<file path="src/rtl/rldr_sqrt.sv">
// ----------------------------------------------------------------------------
// rldr_sqrt
// Pipelined integer square root, one result bit per register stage.
// ----------------------------------------------------------------------------
module rldr_sqrt #(
	parameter int W  = 24,
	parameter int PW = 49
) (
	input  logic           clk,
	input  logic           arst_n,
	input  logic           en,
	input  logic           in_valid,
	input  logic [2*W-1:0] radicand,
	input  logic [PW-1:0]  in_payload,
	output logic           out_valid,
	output logic [W-1:0]   root,
	output logic [PW-1:0]  out_payload
);

	logic [W:0]      rem_sn   [W];
	logic [W-1:0]    root_sn  [W];
	logic [2*W-1:0]  rad_sn   [W];
	logic [PW-1:0]   pay_sn   [W];
	logic [W-1:0]    valid_sn;

	for (genvar k = 0; k < W; k++) begin : g_stage
		logic [W:0]     rem_in;
		logic [W-1:0]   root_in;
		logic [2*W-1:0] rad_in;
		logic [PW-1:0]  pay_in;
		logic           valid_in;
		logic [W+2:0]   cat;
		logic [W+2:0]   trial;
		logic [W+2:0]   diff;

		if (k == 0) begin : g_first
			assign rem_in   = '0;
			assign root_in  = '0;
			assign rad_in   = radicand;
			assign pay_in   = in_payload;
			assign valid_in = in_valid;
		end else begin : g_next
			assign rem_in   = rem_sn[k-1];
			assign root_in  = root_sn[k-1];
			assign rad_in   = rad_sn[k-1];
			assign pay_in   = pay_sn[k-1];
			assign valid_in = valid_sn[k-1];
		end

		// Bring down the next two radicand bits and try root*4+1.
		assign cat   = {rem_in, rad_in[2*W-1 -: 2]};
		assign trial = {1'b0, root_in, 2'b01};
		assign diff  = cat - trial;

		always_ff @(posedge clk or negedge arst_n) begin
			if (!arst_n) begin
				valid_sn[k] <= 1'b0;
			end else if (en) begin
				valid_sn[k] <= valid_in;
			end
		end

		always_ff @(posedge clk) begin
			if (en) begin
				rad_sn[k] <= {rad_in[2*W-3:0], 2'b00};
				pay_sn[k] <= pay_in;
				if (cat >= trial) begin
					rem_sn[k]  <= diff[W:0];
					root_sn[k] <= {root_in[W-2:0], 1'b1};
				end else begin
					rem_sn[k]  <= cat[W:0];
					root_sn[k] <= {root_in[W-2:0], 1'b0};
				end
			end
		end
	end

	assign out_valid   = valid_sn[W-1];
	assign root        = root_sn[W-1];
	assign out_payload = pay_sn[W-1];

endmodule

</file>
<file path="config.mk">
export PLATFORM = sky130hd
export DESIGN_NAME = rldr_sqrt
export DESIGN_NICKNAME = d
export VERILOG_FILES = /design/src/rtl/rldr_sqrt.sv
export SDC_FILE = /design/constraint.sdc
export NUM_CORES = 2
export LEC_CHECK = 0
export ABC_AREA = 1
export ABC_CLOCK_PERIOD_IN_PS = 2900
export BUFFER_PORTS_ARGS = -buffer_cell sky130_fd_sc_hd__buf_2
export CAP_MARGIN = 20
export CELL_PAD_IN_SITES_DETAIL_PLACEMENT = 0
export CELL_PAD_IN_SITES_GLOBAL_PLACEMENT = 2
export CORE_MARGIN = 2
export CORE_UTILIZATION = 43
export DETAILED_ROUTE_END_ITERATION = 8
export GPL_TIMING_DRIVEN = 0
export PLACE_DENSITY = 0.83
export SLEW_MARGIN = 20
export SYNTH_ARGS = -nofsm -noshare
export SYNTH_HDL_FRONTEND = slang
export SYNTH_SLANG_ARGS = --single-unit
</file>
<file path="constraint.sdc">
create_clock -name clk -period 2.9 [get_ports clk]
set_input_delay 0.145 -clock clk [delete_from_list [all_inputs] [get_ports clk]]
set_output_delay 0.145 -clock clk [all_outputs]
set_load 0.005 [all_outputs]
</file>
==> metrics.txt <==
status finished clean; total global-route track usage 0.192; DRT antenna net count 0; Die H around 520 µm; Critical Path, Cell by Cell ha_1 -> nand2_1 -> inv_1 -> a21oi_4 -> nand3_2 -> nand2_1 -> nand2_1 -> nand2_4 -> nand2_4 -> buf_6 -> nand2_1 -> nand2_1; Vias/cell between 4 and 5; #FFs+latches synth 2595; share of layout cells above drive strength 1 0.0798; final net count about 11000; proportion of synthesized flip-flops having asynchronous set or reset 0.00925; Worst path slowest cell edfxtp_1; Clk network pwr share 0.361; most frequent cell on the critical path nand2_1; Final Non-Filler Cells between 10000 and 15000; clock latency on the worst-skew pair 0.89 ns; Pleak 54.8 nW; # Max-Cap Violations 0; skew final 0.0537 ns; IO buf count around 170; DIE AREA 268000 µm²; most common cell in the netlist nand2_1; cell area after synthesis 114000 µm²; Crit Path Category flip-flop to flip-flop; Peak VDD IR 0.569 mV; Final Setup Violations 0; Placed Cells 13795; Yosys top cell area share 0.680; DR iter-0 viols 5416; CP startpoint rem_sn[4][82]$_DFFE_PP_; drt pass-1 iters 8; HP Class input pin to flip-flop; normalized max-slew margin 0.311; global-route wire length before repair 401000 µm; Logic pwr share 0.149; min Tclk post-route 2.76 ns; Synth cell types 57; crit-path max FO 10; PwrDens 733 nW/µm²; ys flop type edfxtp_1; number of synthesis warnings 0; Switching Power around 26 mW; Max Root-Sink Buffers 4; Max Transition Viols Final 0; number of synthesized flops with an enable pin 2570; Worst setup SP type flip-flop; Hold Path Origin radicand[14]; Syn Nets 10506; Internal roughly 70 mW; area leader, netlist edfxtp_1; WL per Instance between 15 and 20 µm; Initial Utilization 0.433; r2r startpoint rem_sn[4][82]$_DFFE_PP_; WP data required approximately 3.5 ns; top cells by count, synth 2778 x nand2_1, 2570 x edfxtp_1, 1540 x inv_1; Die X-Extent 518 µm; DR vias 70191; Post-Route WL 261000 µm; final hold violations 0; largest net degree at the start of global routing 162; fin util 0.499; antenna violations before repair 5; sequential cell area fraction in the yosys report 0.685; H-tree Lvls 5; Flop pwr share 0.490; slowest stage delay, CP between 0.4 and 0.5 ns; P&R area growth vs syn 15.3%; Worst Tran Pin Value 1.03 ns; CTS Buf Count about 280; Placer Congestion 0.898; Post-Syn Area per Cell 11.3 µm²; fin crit share 0.952; HPWL Detailed 190000 µm; crit path DAT 3.36 ns; Sink Count 2595; Max Freq between 300 and 400 MHz; core area between 200000 and 300000 µm²; Cells after Synth 10079; io pins 175; Congestion Overflow GR 0; ranking of synthesized cells by area edfxtp_1 68%, nand2_1 9.2%, inv_1 5.1%; Post-route DRC 0; vias in the first global route 69054; standard-cell rows about 190; Reg clk slew, reported paths 0.06 ns; Critical Path Sink Type flip-flop; unrepaired setup endpoints after global routing no; TritonCTS clock tree yes; Sw Share 0.270; CTS root buf clkbuf_16
-- cells by family after synthesis --
kind of cell	after synthesis	share of synthesized area
flops	2595	0.685
fa+ha+maj	326	0.0359
xor+xnor	236	0.0182
buf+inv	1660	0.0576
compound gates	616	0.0300
simple gates	4646	0.173
-- cell type report --
class | instances | area [µm²]
Timing Repair Buffer | 415 | 3920
Sequential cell | 2595 | 77800
Multi-Input combinational cell | 5824 | 29300
Buffer | 104 | 771
Fill cell | 23418 | 132000
Tap cell | 3515 | 4400
Clock inverter | 162 | 1580
Clock buffer | 339 | 7400
Antenna cell | 6 | 15.0
Inverter | 1555 | 5840
-- metrics by stage --
stage | worst slack [ns] | area (µm²) | power [mW] | setup TNS, ns | hold slack [ns]
global route | 0.00117 | 131000 | 101 | 0 | 0.0450
CTS | 0.00408 | 131000 | 97.2 | 0 | 0.0146
floorplan | 0.559 | 114000 | 56.5 | 0 | -0.151
finish | 0.138 | 131000 | 96.0 | 0 | 0.0822
global placement | -28.17 | 119000 | 63.0 | - | 0.195
detailed placement | -3.61 | 120000 | 61.8 | -3411.45 | 0.202
-- routing by layer --
metal	track usage	vias to the layer above	routed length (µm)
li1	-	35254	-
met1	0.267	33252	121000
met2	0.319	1355	124000
met3	0.0276	330	11400
met4	0.0416	0	5340
met5	0	-	0
-- sequential cells by signal, indices dropped and copies added, names as in the netlist --
register	flops
root_sn	300
out_valid	1
pay_sn	1176
g_stage.valid_in	23
rem_sn	543
rad_sn	552
-- power by group through the flow --
stage / clock [mW] / combinational [mW] / sequential (mW)
finish: 34.6 / 14.3 / 47.0
global route: 37.1 / 16.4 / 47.3
CTS: 35.7 / 14.3 / 47.1
detailed placement: 0 / 13.9 / 47.9
global placement: 0 / 13.9 / 49.1
floorplan: 0 / 9.63 / 46.8
-- timing repair --
action	in CTS	in global routing
cloned	6	0
gates resized for setup	16	12
hold buffers	206	0
endpoints found under the hold margin	224	0
buffers inserted	0	2
endpoints found under the setup margin	1682	52
-- placed cells by master, fill, tap and decap left out, drive strengths merged, types with 14 or more instances in the layout --
cell and count:
edfxtp 2570, xnor2 97, nand3 637, ha 326
o21ai 240, xor2 139, or2 19, buf 287
nand3b 71, nand4 187, dfrtp 24, o21bai 30
clkinvlp 14, clkinv 111, nor3 111, dlygate4sd3 197
clkbuf 368, inv 1571, a21oi 307, nand2 2809
bufinv 21, nor2 778
-- critical path: cells and delay by family (launching register included) --
| family | cells | cell delay, ns |
|---|---|---|
| fa+ha+maj | 1 | 0.38 |
| buf+inv | 2 | 0.32 |
| flops | 1 | 0.43 |
| simple gates | 8 | 1.11 |
| compound gates | 1 | 0.24 |
-- worst paths after layout --
kind | cells past startpoint | slack (ns) | endpoint
setup / recovery | 12 | 0.14 | rem_sn[5][4]$_DFFE_PP_
hold / removal | 2 | 0.08 | rad_sn[0][14]$_DFFE_PP_
setup reg to reg | 12 | 0.14 | rem_sn[5][4]$_DFFE_PP_
hold reg to reg | 0 | 0.39 | rad_sn[0][69]$_DFFE_PP_
max in group asynchronous | 4 | 2.11 | g_stage[9].valid_in$_DFFE_PN0P_
min in group asynchronous | 4 | 0.60 | out_valid$_DFFE_PN0P_
No activity file was read; power rests on OpenSTA's default activity.
